[config.mk]
export PLATFORM = sky130hd
export DESIGN_NAME = fuzzy_subsequence_scorer
export DESIGN_NICKNAME = d
export VERILOG_FILES = /design/src/design/fss_pkg.sv /design/src/design/fuzzy_subsequence_scorer.sv /design/src/design/fss_front.sv /design/src/design/fss_rq.sv /design/src/design/fss_back.sv
export SDC_FILE = /design/constraint.sdc
export NUM_CORES = 1
export LEC_CHECK = 0
export BUFFER_PORTS_ARGS = -buffer_cell sky130_fd_sc_hd__buf_4
export CAP_MARGIN = 20
export CORE_ASPECT_RATIO = 2
export CORE_UTILIZATION = 35
export DETAILED_ROUTE_END_ITERATION = 12
export REMOVE_ABC_BUFFERS = 1
export SETUP_SLACK_MARGIN = 0.2
export SLEW_MARGIN = 0
export SYNTH_ARGS = -nofsm -noshare
export SYNTH_HDL_FRONTEND = slang
export SYNTH_HIERARCHICAL = 1
export SYNTH_SLANG_ARGS = --single-unit
[constraint.sdc]
create_clock -name i_clk -period 14.55 [get_ports i_clk]
set_clock_uncertainty 0.15 [all_clocks]
set_input_delay 2.91 -clock i_clk [delete_from_list [all_inputs] [get_ports i_clk]]
set_output_delay 2.91 -clock i_clk [all_outputs]
set_load 0.005 [all_outputs]
[src/design/fss_pkg.sv]
// ----------------------------------------------------------------------------
// fss_pkg
// Shared types and constants of the fuzzy subsequence scorer.
// ----------------------------------------------------------------------------
package fss_pkg;

    // default sizes
    localparam int C_QUERY_MAX = 64;
    localparam int C_TEXT_MAX  = 256;

    // fixed field widths of the result port
    localparam int C_SCORE_W = 14;
    localparam int C_MCNT_W  = 7;

    // record widths, sized for the whole supported parameter range
    // (query up to 256 bytes, name up to 1024 bytes)
    localparam int C_CNT_W  = 9;
    localparam int C_LEN_W  = 11;
    // 100 * 256 needs 15 bits
    localparam int C_DIVD_W = 15;

    localparam logic [C_SCORE_W-1:0] C_SCORE_MAX = '1;

    // request codes
    localparam logic C_REQ_QUERY = 1'b0;
    localparam logic C_REQ_TEXT  = 1'b1;

    // depth of the queue between front and back
    localparam int C_RQ_DEPTH = 2;

    typedef struct packed {
        logic       req_type;
        logic [7:0] char_byte;
        logic       last;
    } t_item;

    typedef struct packed {
        logic [C_SCORE_W-1:0] score;
        logic [C_MCNT_W-1:0]  hits;
        logic                 full_match;
        logic                 too_long;
    } t_result;

    // one finished name handed from front to back
    typedef struct packed {
        logic [C_SCORE_W-1:0] run_score;
        logic [C_CNT_W-1:0]   hit_cnt;
        logic [C_LEN_W-1:0]   length;
        logic                 full;
        logic                 too_long;
    } t_rec;

endpackage

[src/design/fuzzy_subsequence_scorer.sv]
// ----------------------------------------------------------------------------
// fuzzy_subsequence_scorer
// Greedy fuzzy subsequence scoring of streamed names against a stored query.
// ----------------------------------------------------------------------------
//  channel   direction  handshake              payload
//  item      in         push / full            i_item   (t_item)
//  result    out        empty / pop            o_result (t_result)
//  config    in         i_cfg_we               i_cfg_wdata (exact case compare)
//
//  the matcher takes one item per cycle while full is low; a byte is scored in
//  the cycle it is taken, using a query byte prefetched from the query memory
//  a fully matched name takes the score unit through take, one divide step per
//  quotient bit and output; any other name goes from take straight to output
//  short names back up in the 2-entry record queue; full rises while it is
//  full, which a result left waiting on the output causes once it backs up
//  reset is synchronous; the query memory is not cleared
// ----------------------------------------------------------------------------
module fuzzy_subsequence_scorer #(
    parameter int QUERY_MAX = fss_pkg::C_QUERY_MAX,
    parameter int TEXT_MAX  = fss_pkg::C_TEXT_MAX
) (
    input  logic             i_clk,
    input  logic             i_rst_n,
    input  logic             i_cfg_we,
    input  logic             i_cfg_wdata,
    input  logic             push,
    input  fss_pkg::t_item   i_item,
    output logic             full,
    input  logic             pop,
    output fss_pkg::t_result o_result,
    output logic             empty
);
    import fss_pkg::*;

    logic r_case_sens;
    logic accept;
    logic rec_push, rec_pop, rq_full, rq_empty;
    t_rec rec_in, rec_out;

    // configuration register
    always_ff @(posedge i_clk) begin
        if (!i_rst_n) begin
            r_case_sens <= 1'b0;
        end else if (i_cfg_we) begin
            r_case_sens <= i_cfg_wdata;
        end
    end

    assign full   = rq_full;
    assign accept = push && !rq_full;

    // matcher
    fss_front #(
        .QUERY_MAX (QUERY_MAX),
        .TEXT_MAX  (TEXT_MAX)
    ) u_front (
        .i_clk       (i_clk),
        .i_rst_n     (i_rst_n),
        .i_accept    (accept),
        .i_item      (i_item),
        .i_case_sens (r_case_sens),
        .o_rec_push  (rec_push),
        .o_rec       (rec_in)
    );

    // record queue
    fss_rq u_rq (
        .i_clk   (i_clk),
        .i_rst_n (i_rst_n),
        .i_push  (rec_push),
        .i_data  (rec_in),
        .i_pop   (rec_pop),
        .o_data  (rec_out),
        .o_full  (rq_full),
        .o_empty (rq_empty)
    );

    // score unit
    fss_back u_back (
        .i_clk       (i_clk),
        .i_rst_n     (i_rst_n),
        .i_rec_valid (!rq_empty),
        .i_rec       (rec_out),
        .o_rec_pop   (rec_pop),
        .i_pop       (pop),
        .o_empty     (empty),
        .o_result    (o_result)
    );

endmodule

[src/design/fss_front.sv]
// ----------------------------------------------------------------------------
// fss_front
// Query store and per-byte greedy matcher; emits one record per closed name.
// ----------------------------------------------------------------------------
module fss_front #(
    parameter int QUERY_MAX = fss_pkg::C_QUERY_MAX,
    parameter int TEXT_MAX  = fss_pkg::C_TEXT_MAX
) (
    input  logic           i_clk,
    input  logic           i_rst_n,
    input  logic           i_accept,
    input  fss_pkg::t_item i_item,
    input  logic           i_case_sens,
    output logic           o_rec_push,
    output fss_pkg::t_rec  o_rec
);
    import fss_pkg::*;

    localparam int QIW = (QUERY_MAX > 1) ? $clog2(QUERY_MAX) : 1;
    localparam int QCW = $clog2(QUERY_MAX + 1);
    localparam int TCW = $clog2(TEXT_MAX + 1);
    localparam logic [QCW-1:0] QMAX = QCW'(QUERY_MAX);
    localparam logic [TCW-1:0] TMAX = TCW'(TEXT_MAX);

    function automatic logic [7:0] fold(input logic [7:0] c, input logic cs);
        if (!cs && (c inside {[8'h41:8'h5A]})) begin
            return c + 8'd32;
        end
        return c;
    endfunction

    // query memory and prefetched byte at the match index
    logic [7:0]     r_mem [QUERY_MAX];
    logic [7:0]     r_qbyte;

    logic [QCW-1:0] r_qlen, n_qlen;
    logic           r_qdone, n_qdone;
    logic [QCW-1:0] r_idx, n_idx;
    logic [TCW-1:0] r_tlen, n_tlen;
    logic [C_SCORE_W-1:0] r_score, n_score;
    logic [QCW-1:0] r_bonus, n_bonus;
    logic           r_prev_m, n_prev_m;
    logic [7:0]     r_prev_c, n_prev_c;
    logic           r_long, n_long;

    logic           is_query, is_text;
    logic           wr_en;
    logic [QIW-1:0] wr_addr, rd_addr;
    logic [7:0]     c;
    logic           hit, word_start, camel;
    logic [QCW-1:0] bonus_inc;
    logic [15:0]    add, sum;
    logic [C_SCORE_W-1:0] sat_score;
    logic [QCW-1:0] step_idx;
    logic [TCW-1:0] step_tlen;
    logic           step_long;
    logic [C_SCORE_W-1:0] step_score;

    assign c        = i_item.char_byte;
    assign is_query = i_accept && (i_item.req_type == C_REQ_QUERY);
    assign is_text  = i_accept && (i_item.req_type == C_REQ_TEXT);

    // a query byte after a finished query restarts at entry zero
    assign wr_en   = is_query && (r_qdone || (r_qlen < QMAX));
    assign wr_addr = r_qdone ? '0 : r_qlen[QIW-1:0];

    // match decision and score increment
    assign hit        = (r_idx < r_qlen) && (fold(c, i_case_sens) == fold(r_qbyte, i_case_sens));
    assign word_start = (r_tlen == '0) || (r_prev_c inside {8'h20, 8'h5F, 8'h2D, 8'h2E});
    assign camel      = (r_tlen != '0) && (c inside {[8'h41:8'h5A]})
                        && (r_prev_c inside {[8'h61:8'h7A]});
    assign bonus_inc  = r_prev_m ? r_bonus + 1'b1 : '0;
    assign add        = 16'd10 + (16'(bonus_inc) << 2) + 16'(bonus_inc)
                        + (word_start ? 16'd15 : 16'd0) + (camel ? 16'd10 : 16'd0);
    assign sum        = {2'b00, r_score} + add;
    assign sat_score  = (sum > 16'(C_SCORE_MAX)) ? C_SCORE_MAX : sum[C_SCORE_W-1:0];

    // scan state after this text byte
    assign step_idx   = hit ? r_idx + 1'b1 : r_idx;
    assign step_score = hit ? sat_score : r_score;
    assign step_tlen  = (r_tlen < TMAX) ? r_tlen + 1'b1 : r_tlen;
    assign step_long  = r_long || (r_tlen == TMAX);

    // next state
    always_comb begin
        n_qlen   = r_qlen;
        n_qdone  = r_qdone;
        n_idx    = r_idx;
        n_tlen   = r_tlen;
        n_score  = r_score;
        n_bonus  = r_bonus;
        n_prev_m = r_prev_m;
        n_prev_c = r_prev_c;
        n_long   = r_long;
        if (is_query) begin
            n_idx    = '0;
            n_tlen   = '0;
            n_score  = '0;
            n_bonus  = '0;
            n_prev_m = 1'b0;
            n_prev_c = '0;
            n_long   = 1'b0;
            n_qlen   = (r_qdone ? '0 : r_qlen) + (wr_en ? QCW'(1) : QCW'(0));
            n_qdone  = i_item.last;
        end else if (is_text) begin
            n_qdone = 1'b1;
            if (i_item.last) begin
                n_idx    = '0;
                n_tlen   = '0;
                n_score  = '0;
                n_bonus  = '0;
                n_prev_m = 1'b0;
                n_prev_c = '0;
                n_long   = 1'b0;
            end else begin
                n_idx    = step_idx;
                n_tlen   = step_tlen;
                n_score  = step_score;
                n_bonus  = hit ? bonus_inc : r_bonus;
                n_prev_m = hit;
                n_prev_c = c;
                n_long   = step_long;
            end
        end
    end

    // record for the back end
    assign o_rec_push        = is_text && i_item.last;
    assign o_rec.run_score   = step_score;
    assign o_rec.hit_cnt     = C_CNT_W'(step_idx);
    assign o_rec.length      = C_LEN_W'(step_tlen);
    assign o_rec.full        = (r_qlen != '0) && (step_idx == r_qlen);
    assign o_rec.too_long    = step_long;

    // control registers
    always_ff @(posedge i_clk) begin
        if (!i_rst_n) begin
            r_qlen   <= '0;
            r_qdone  <= 1'b0;
            r_idx    <= '0;
            r_tlen   <= '0;
            r_score  <= '0;
            r_bonus  <= '0;
            r_prev_m <= 1'b0;
            r_prev_c <= '0;
            r_long   <= 1'b0;
        end else begin
            r_qlen   <= n_qlen;
            r_qdone  <= n_qdone;
            r_idx    <= n_idx;
            r_tlen   <= n_tlen;
            r_score  <= n_score;
            r_bonus  <= n_bonus;
            r_prev_m <= n_prev_m;
            r_prev_c <= n_prev_c;
            r_long   <= n_long;
        end
    end

    // query memory with write-through on the prefetch read
    assign rd_addr = n_idx[QIW-1:0];

    always_ff @(posedge i_clk) begin
        if (wr_en) begin
            r_mem[wr_addr] <= c;
        end
        if (wr_en && (wr_addr == rd_addr)) begin
            r_qbyte <= c;
        end else begin
            r_qbyte <= r_mem[rd_addr];
        end
    end

endmodule

[src/design/fss_rq.sv]
// ----------------------------------------------------------------------------
// fss_rq
// Short record queue between the matcher and the score unit.
// ----------------------------------------------------------------------------
module fss_rq (
    input  logic          i_clk,
    input  logic          i_rst_n,
    input  logic          i_push,
    input  fss_pkg::t_rec i_data,
    input  logic          i_pop,
    output fss_pkg::t_rec o_data,
    output logic          o_full,
    output logic          o_empty
);
    import fss_pkg::*;

    localparam int PW = (C_RQ_DEPTH > 1) ? $clog2(C_RQ_DEPTH) : 1;
    localparam int CW = $clog2(C_RQ_DEPTH + 1);
    localparam logic [PW-1:0] PLAST = PW'(C_RQ_DEPTH - 1);
    localparam logic [CW-1:0] CFULL = CW'(C_RQ_DEPTH);

    t_rec          r_q [C_RQ_DEPTH];
    logic [PW-1:0] r_wr, r_rd;
    logic [CW-1:0] r_cnt;
    logic          do_push, do_pop;

    assign o_full  = (r_cnt == CFULL);
    assign o_empty = (r_cnt == '0);
    assign o_data  = r_q[r_rd];
    assign do_push = i_push && !o_full;
    assign do_pop  = i_pop && !o_empty;

    // pointers and fill count
    always_ff @(posedge i_clk) begin
        if (!i_rst_n) begin
            r_wr  <= '0;
            r_rd  <= '0;
            r_cnt <= '0;
        end else begin
            if (do_push) begin
                r_wr <= (r_wr == PLAST) ? '0 : r_wr + 1'b1;
            end
            if (do_pop) begin
                r_rd <= (r_rd == PLAST) ? '0 : r_rd + 1'b1;
            end
            if (do_push && !do_pop) begin
                r_cnt <= r_cnt + 1'b1;
            end else if (do_pop && !do_push) begin
                r_cnt <= r_cnt - 1'b1;
            end
        end
    end

    // storage
    always_ff @(posedge i_clk) begin
        if (do_push) begin
            r_q[r_wr] <= i_data;
        end
    end

endmodule

[src/design/fss_back.sv]
// ----------------------------------------------------------------------------
// fss_back
// Density term by bit-serial division and final score, into an output slot.
// ----------------------------------------------------------------------------
module fss_back (
    input  logic             i_clk,
    input  logic             i_rst_n,
    input  logic             i_rec_valid,
    input  fss_pkg::t_rec    i_rec,
    output logic             o_rec_pop,
    input  logic             i_pop,
    output logic             o_empty,
    output fss_pkg::t_result o_result
);
    import fss_pkg::*;

    localparam int CW = $clog2(C_DIVD_W + 1);

    localparam logic [1:0] S_IDLE = 2'd0;
    localparam logic [1:0] S_DIV  = 2'd1;
    localparam logic [1:0] S_DONE = 2'd2;

    logic [1:0]           r_state, n_state;
    logic [C_SCORE_W-1:0] r_run, n_run;
    logic [C_MCNT_W-1:0]  r_mcnt, n_mcnt;
    logic                 r_full, n_full;
    logic                 r_long, n_long;
    logic [C_LEN_W-1:0]   r_div, n_div;
    logic [C_LEN_W-1:0]   r_rem, n_rem;
    logic [C_DIVD_W-1:0]  r_quo, n_quo;
    logic [CW-1:0]        r_cnt, n_cnt;
    logic                 r_out_valid, n_out_valid;
    t_result              r_out, n_out;

    logic [C_LEN_W:0]     trial, diff;
    logic                 ge;
    logic [15:0]          sum;
    logic                 load;

    // one quotient bit per cycle
    assign trial = {r_rem, r_quo[C_DIVD_W-1]};
    assign diff  = trial - {1'b0, r_div};
    assign ge    = (trial >= {1'b0, r_div});

    assign sum  = {2'b00, r_run} + {1'b0, r_quo};
    assign load = (r_state == S_DONE) && (!r_out_valid || i_pop);

    assign o_rec_pop = (r_state == S_IDLE) && i_rec_valid;
    assign o_empty   = !r_out_valid;
    assign o_result  = r_out;

    always_comb begin
        n_state     = r_state;
        n_run       = r_run;
        n_mcnt      = r_mcnt;
        n_full      = r_full;
        n_long      = r_long;
        n_div       = r_div;
        n_rem       = r_rem;
        n_quo       = r_quo;
        n_cnt       = r_cnt;
        n_out_valid = r_out_valid;
        n_out       = r_out;
        if (r_out_valid && i_pop) begin
            n_out_valid = 1'b0;
        end
        case (r_state)
            S_IDLE: begin
                if (i_rec_valid) begin
                    n_run  = i_rec.run_score;
                    n_mcnt = i_rec.hit_cnt[C_MCNT_W-1:0];
                    n_full = i_rec.full;
                    n_long = i_rec.too_long;
                    n_div  = i_rec.length;
                    n_rem  = '0;
                    n_cnt  = CW'(C_DIVD_W);
                    if (i_rec.full) begin
                        n_quo   = C_DIVD_W'(i_rec.hit_cnt) * C_DIVD_W'(100);
                        n_state = S_DIV;
                    end else begin
                        n_quo   = '0;
                        n_state = S_DONE;
                    end
                end
            end
            S_DIV: begin
                n_rem = ge ? diff[C_LEN_W-1:0] : trial[C_LEN_W-1:0];
                n_quo = {r_quo[C_DIVD_W-2:0], ge};
                n_cnt = r_cnt - 1'b1;
                if (r_cnt == CW'(1)) begin
                    n_state = S_DONE;
                end
            end
            S_DONE: begin
                if (load) begin
                    n_out.score       = !r_full ? '0 :
                                        (sum > 16'(C_SCORE_MAX)) ? C_SCORE_MAX :
                                        sum[C_SCORE_W-1:0];
                    n_out.hits        = r_mcnt;
                    n_out.full_match  = r_full;
                    n_out.too_long    = r_long;
                    n_out_valid       = 1'b1;
                    n_state           = S_IDLE;
                end
            end
            default: begin
                n_state = S_IDLE;
            end
        endcase
    end

    // control registers
    always_ff @(posedge i_clk) begin
        if (!i_rst_n) begin
            r_state     <= S_IDLE;
            r_cnt       <= '0;
            r_out_valid <= 1'b0;
        end else begin
            r_state     <= n_state;
            r_cnt       <= n_cnt;
            r_out_valid <= n_out_valid;
        end
    end

    // datapath registers
    always_ff @(posedge i_clk) begin
        r_run  <= n_run;
        r_mcnt <= n_mcnt;
        r_full <= n_full;
        r_long <= n_long;
        r_div  <= n_div;
        r_rem  <= n_rem;
        r_quo  <= n_quo;
        r_out  <= n_out;
    end

endmodule

==> results of run 1 <==
-- sequential cells by signal, summed over array words and instances, names as in the netlist, 2 cells and up, named ones only --
signal	flops
u_back/o_result	23
u_back/r_rem	11
u_front/r_qlen	7
u_front/r_score	14
u_back/r_mcnt	7
u_back/r_run	14
u_front/r_prev_c	8
u_front/r_idx	7
u_rq/r_cnt	2
u_rq/r_q	72
u_front/r_tlen	9
u_back/r_cnt	4
u_front/r_mem	512
u_back/r_quo	15
u_front/r_bonus	7
u_back/r_div	11
u_back/r_state	2
-- power by group through the flow --
stage               sequential (mW)  combinational [mW]  clock [mW]
detailed placement             2.51               0.622           0
global placement               2.50               0.607           0
finish                         2.46               0.624        1.76
CTS                            2.46               0.626        1.80
floorplan                      2.49               0.438           0
global route                   2.46               0.690        1.87
-- cell usage after synthesis (all sizes together) (13+ instances only) --
cell type,instances
and2,30
mux4,100
nor2b,23
xnor2,52
nor2,154
mux2i,92
fa,18
o21ai,63
a21boi,13
xor2,19
a22oi,60
nor3,27
buf,51
a211oi,15
nand3,35
nand2b,21
nand2,107
a21o,18
inv,92
edfxtp,667
mux2,64
clkbuf,47
a21oi,71
dfxtp,74
ha,98
-- layer usage --
| layer | global-route usage | vias to the layer above | wire length [um] |
|---|---|---|---|
| met1 | 0.1639 | 9388 | 26820 |
| met2 | 0.3337 | 502 | 45990 |
| met4 | 0.1166 | 2 | 5358 |
| li1 | - | 8371 | - |
| met3 | 0.02317 | 202 | 3259 |
| met5 | 0 | - | 9 |
-- layout make-up --
class | instances | area [um^2]
sequential | 741 | 21520
clock inverter | 39 | 374.1
clock buffer | 83 | 1777
multi-input combinational | 1232 | 10620
inverter | 92 | 345.3
timing repair buffer | 76 | 596.8
fill | 8481 | 56950
tap | 1207 | 1510
-- worst max-delay path, cell delays in order --
cell and delay (ns):
buf_4 0.50, nor2_1 0.11, a2bb2oi_1 0.16, nand3_1 0.40, or4_1 0.72, fa_1 0.54
inv_1 0.05, fa_1 0.36, inv_1 0.09, fa_1 0.46, inv_1 0.08, ha_1 0.22
a21o_1 0.16, a21oi_1 0.21, o21ai_0 0.11, a21oi_1 0.23, o21bai_1 0.10, a21oi_1 0.24
o21bai_1 0.09, a21oi_1 0.74, o21ai_0 0.21, mux2_2 0.33, a22oi_1 0.19, nor2_1 0.07
-- final timing paths --
check,cells past startpoint,endpoint
max,24,u_front/r_score[6]
min,0,u_back/o_result[2]
max reg2reg,17,u_front/r_score[6]
min reg2reg,0,u_back/o_result[2]
-- cells by family after synthesis --
| kind of cell | count (synthesis) | synth area share |
|---|---|---|
| AO/OA/AOI/OAI | 330 | 0.06923 |
| AND/OR/NAND/NOR | 455 | 0.06635 |
| buffers and inverters | 190 | 0.02848 |
| XOR/XNOR | 71 | 0.01882 |
| adder cells (fa/ha/maj) | 116 | 0.04802 |
| multiplexers | 256 | 0.1180 |
| other | 1 | 0.0001135 |
| flip-flops | 741 | 0.6510 |
-- per-stage QoR --
| stage | worst slack, ns | util | instances | power [mW] |
|---|---|---|---|---|
| 5_1_grt | 5.051 | 0.3922 | 3470 | 5.021 |
| 3_3_place_gp | 4.797 | 0.3682 | 3339 | 3.110 |
| 6_report | 5.496 | 0.3922 | 3470 | 4.838 |
| 4_1_cts | 5.464 | 0.3916 | 3464 | 4.888 |
| 2_1_floorplan | 5.905 | - | 2065 | 2.929 |
| 3_5_place_dp | 4.819 | 0.3686 | 3342 | 3.128 |
==> impl_metrics.json, run 1 <==
{
  "syn_to_final_growth_pct": 11.22,
  "grt_pass1_vias": 19470,
  "status": "completed",
  "finalSetupViolCount": 0,
  "ys.flop_type": "edfxtp_1",
  "cts_hold_buf": 0,
  "syn_area_mm2": 0.03304,
  "cp-end-kind": "flop",
  "rows": 159,
  "tightest_slew_ns": 1.174,
  "pin_count": 41,
  "cts_buffer_depth": 3,
  "design_area_mm2": 0.03675,
  "ys_seq_area_frac": 0.6510,
  "clock_latency_ns": 0.65,
  "viasPerCell": 5.321,
  "final_cell_mix": "667 x edfxtp_1, 150 x nor2_1, 105 x nand2_1",
  "pwr-share-seq": 0.508,
  "die-area_mm2": 0.09571,
  "syn_inst": 2160,
  "synthArstFlopShare": 0,
  "maxCapViolations": 0,
  "sw_frac_of_total": 0.2526,
  "ys_seq_elements": 741,
  "place_area_mm2": 0.03454,
  "dp_hpwl_mm": 56.82,
  "slew_violations": 0,
  "rsz0062_at_grt": "no",
  "pwr-share-clk": 0.363,
  "layout_commonest_cell": "edfxtp_1",
  "cts_setup_buffers": 0,
  "core_area_mm2": 0.09370,
  "p_leak_nw": 12.12,
  "routed_wl_mm": 81.43,
  "wire_per_inst_um": 23.47,
  "synth-edff-count": 667,
  "synth_cell_type_count": 93,
  "drc": 0,
  "r2r_setup_slack_ns": 7.47,
  "worstPathArrival_ns": 9.39,
  "vias": 18470,
  "die_w_um": 219.3,
  "die_y_um": 436.5,
  "drive_gt1_frac": 0.1692,
  "grt_max_degree": 71,
  "drt_first_iter_violations": 1373,
  "grt_util_all_layers": 0.1725,
  "synth.avg_cell_area_um2": 15.30,
  "cts-buffers-inserted": 67,
  "fin_tns_setup_ns": 0,
  "synth_top_area_frac": 0.6062,
  "criticalPathCategory": "in -> reg",
  "root_buffer": "clkbuf_16",
  "port_buffers": 40,
  "grt_overflow": 0,
  "cts_tree": "yes",
  "maxSlewHeadroom": 0.2142,
  "drt_pass1_iterations": 6,
  "nNetsFinal": 2342,
  "switchingPower_mw": 1.222,
  "holdWs_ns": 0.2677,
  "htreeDepth": 3,
  "vdd_drop_max_v": 0.00006388,
  "power_frac_comb": 0.129,
  "insertedDiodeCount": 0,
  "hp-start": "u_back/r_mcnt[0]",
  "clkTransAtPathRegs_ns": 0.06,
  "cts.sinks": 741,
  "synthTopCellsByArea": "edfxtp_1 61%, mux4_2 6.8%, dfxtp_1 4.5%",
  "yosys.area.top_type": "edfxtp_1",
  "critPathLaunchType": "input pin",
  "p_int_mw": 3.616,
  "antenna_found_initial": 1,
  "start_util": 0.3526,
  "grt_pass1_wl_mm": 121.4,
  "crit_required_ns": 14.89,
  "fin_crit_ns": 9.054,
  "p_per_area_mw_per_mm2": 131.7,
  "cp-startpoint": "i_item[4]",
  "gp_congestion": 0.8833,
  "hold_viol_final": 0,
  "final_antenna_net_count": 0,
  "yosys_warnings": 6,
  "hold_path.class": "reg -> reg",
  "cp_max_fo": 68,
  "min_period_over_period": 0.6223,
  "cts_resized": 0,
  "fmax_ghz": 0.1105
}
Power figures use the tool's default switching activity.
==> inputs of run 2 (changes only) <==
Settings changed: ABC_AREA set to 1.
Clock period 14.55 ns to 8.75 ns, I/O delays scaled along.
==> run 2 against run 1 <==
Against the previous run: clock-buffer cell count up 4; setup slack worse by 3.7 ns; hold slack barely moved; highest routed layer is now met4; critical path depth increased by 4; routed wire length increased by 5.3%; sequential share of layout area shrank 2.0 points; cell count is 32% higher; global-route usage up 0.068 points; sequential cell count is the same; combinational power increased by 110%; total power rose by 78%.
==> impl_metrics.json, run 2 <==
{
  "status": "completed",
  "dp_hpwl_mm": 56.33,
  "die-area_mm2": 0.09947,
  "slew_violations": 0,
  "port_buffers": 40,
  "cp_max_fo": 10,
  "synthArstFlopShare": 0,
  "vias": 23000,
  "cp_slowest_stage_delay_ns": 0.52,
  "antenna_found_initial": 0,
  "largest_reg_flops": 512,
  "critPathLaunchType": "input pin",
  "top_layer_used": "met4",
  "final_antenna_net_count": 0,
  "synth_cell_type_count": 57,
  "maxSlewHeadroom": 0.2717,
  "worstPathArrival_ns": 7.34,
  "synth_compound_area_frac": 0.02747,
  "syn_area_mm2": 0.03435,
  "synth_common_cells": "1,006 x nand2_1, 667 x edfxtp_1, 499 x nand3_1",
  "rows": 162,
  "fin_total_pwr_mw": 8.636,
  "cp-end-kind": "flop",
  "clock_latency_ns": 0.64,
  "die_y_um": 445.0,
  "yosys-mux-area-fraction": 0.01508,
  "drive_gt1_frac": 0.07764,
  "yosys.area_share.simple": 0.2239,
  "synth-edff-count": 667,
  "grt_max_degree": 136,
  "wire_per_inst_um": 18.78,
  "tightest_slew_ns": 1.089,
  "final_cell_mix": "1,006 x nand2_1, 667 x edfxtp_1, 499 x nand3_1",
  "syn_to_final_growth_pct": 10.80,
  "synth_xor_xnor_area_share": 0.009690,
  "cts_setup_buffers": 0,
  "drt_pass1_iterations": 5,
  "fmax_ghz": 0.1441,
  "cts-buffers-inserted": 72,
  "largest_register": "u_front/r_mem",
  "start_util": 0.3530,
  "cts_tree": "yes",
  "hold_viol_final": 0,
  "criticalPathCategory": "in -> reg",
  "rsz0062_at_grt": "no",
  "grt_overflow": 0,
  "drt_first_iter_violations": 1755,
  "htreeDepth": 3,
  "die_w_um": 223.5,
  "r2r_setup_slack_ns": 2.46,
  "yosysMostFrequentCell": "nand2_1",
  "nNetsFinal": 3410,
  "p_int_mw": 6.341,
  "pin_count": 41,
  "wl_met2_mm": 47.20,
  "core_area_mm2": 0.09729,
  "routed_wl_mm": 85.77,
  "p_per_area_mw_per_mm2": 226.9,
  "crit_required_ns": 9.15,
  "layout_commonest_cell": "nand2_1",
  "fin_crit_ns": 6.938,
  "cts_buffer_depth": 3,
  "synth-adder-area-share": 0.04619,
  "viasPerCell": 5.037,
  "cp-startpoint": "i_item[8]",
  "synthTopCellsByArea": "edfxtp_1 58%, nand2_1 11%, nand3_1 7.3%",
  "syn_inst": 3267,
  "finalSetupViolCount": 0,
  "pwr-share-seq": 0.480,
  "maxCapViolations": 0,
  "ys_seq_area_frac": 0.6263,
  "synth_top_area_frac": 0.5831,
  "insertedDiodeCount": 0,
  "reg2reg_depth": 30,
  "vdd_drop_max_v": 0.0001250,
  "yosys_warnings": 6,
  "drc": 0,
  "drt-met1-wl_mm": 29.84,
  "worstSetupEndpoint": "u_front/r_score[0]",
  "synth_top_family_by_area": "simple AND/OR/NAND/NOR gates",
  "grt_util_all_layers": 0.1731,
  "cts_resized": 0,
  "synth.avg_cell_area_um2": 10.51,
  "switchingPower_mw": 2.295,
  "reg2reg_to": "u_front/r_score[0]",
  "root_buffer": "clkbuf_16",
  "place_area_mm2": 0.03556,
  "hold_path.class": "reg -> reg",
  "wl_met3_mm": 3.533,
  "sw_frac_of_total": 0.2657,
  "min_period_over_period": 0.7929,
  "cts.sinks": 741,
  "ys.flop_type": "edfxtp_1",
  "cts_hold_buf": 0,
  "yosys.area.top_type": "edfxtp_1",
  "grt_pass1_wl_mm": 131.4,
  "ys_seq_elements": 741,
  "power_frac_comb": 0.151,
  "gp_congestion": 0.8575,
  "slowest_stage": "nor4_1",
  "design_area_mm2": 0.03806,
  "pwr-share-clk": 0.369,
  "clkTransAtPathRegs_ns": 0.06,
  "grt_pass1_vias": 23090,
  "r2r-start": "u_front/r_tlen[0]",
  "p_leak_nw": 14.42
}
-- run 2: cell count changes after synthesis, moves of 65 or more --
| cell | before | now |
|---|---|---|
| nor2_1 | 152 | 217 |
| mux4_2 | 100 | 0 |
| nand2_1 | 106 | 1006 |
| nand3_1 | 35 | 499 |
| inv_1 | 91 | 220 |
| mux2i_1 | 92 | 0 |
-- run 2: how the worst min path moves through the flow --
stage	start	end	depth (start not counted)	slack, ns
6_report	u_back/r_mcnt[4]	u_back/o_result[6]	0	0.27
5_1_grt	u_back/r_mcnt[4]	u_back/o_result[6]	0	0.27
4_1_cts	u_back/r_mcnt[4]	u_back/o_result[6]	0	0.27
3_5_place_dp	u_back/r_mcnt[4]	u_back/o_result[6]	0	0.26
3_3_place_gp	u_back/r_mcnt[0]	u_back/o_result[2]	0	0.25
2_1_floorplan	u_back/r_long	u_back/o_result[0]	0	0.25
-- run 2: cell families after synthesis --
group	Yosys count
buf+inv	364
fa+ha+maj	116
flops	741
simple gates	1806
mux	36
compound gates	165
xor+xnor	38
other cells	1
-- run 2: power groups by stage --
stage	Sequential [mW]	Combinational [mW]	Clock [mW]
2_1_floorplan	4.19	0.914	0
3_3_place_gp	4.22	1.29	0
3_5_place_dp	4.22	1.30	0
4_1_cts	4.15	1.31	3.26
5_1_grt	4.15	1.48	3.37
6_report	4.15	1.30	3.19
-- run 2: worst max-delay path: cells and delay by family --
kind                       cells  cell delay (ns)
AOI/OAI and AO/OA              9             1.33
adders and majority gates      4             1.45
buffers and inverters          6             0.84
and+or+nand+nor                9             1.98
-- run 2: per-layer routing --
| metal | up-vias | GRT usage |
|---|---|---|
| li1 | 11190 | - |
| met1 | 11000 | 0.1709 |
| met2 | 603 | 0.3337 |
| met3 | 214 | 0.02478 |
| met4 | 0 | 0.1084 |
| met5 | - | 0 |
-- run 2: layout make-up --
type                            count  area (um^2)
Fill cell                        9450        59240
Sequential cell                   741        21520
Multi-Input combinational cell   2165        11110
Clock buffer                       87         1942
Tap cell                         1230         1539
Inverter                          228        870.8
Timing Repair Buffer               70        585.6
Clock inverter                     45        486.7
-- run 2: metrics by stage --
stage / std cells / util / worst slack [ns] / hold WS (ns) / setup TNS (ns)
6_report: 4566 / 0.3912 / 1.812 / 0.2676 / 0
5_1_grt: 4566 / 0.3912 / 1.385 / 0.2727 / 0
4_1_cts: 4563 / 0.3904 / 1.795 / 0.2700 / 0
3_5_place_dp: 4431 / 0.3655 / 1.163 / 0.2557 / 0
3_3_place_gp: 4431 / 0.3655 / 1.168 / 0.2515 / 0
2_1_floorplan: 3134 / - / -0.9358 / 0.2503 / -60.59
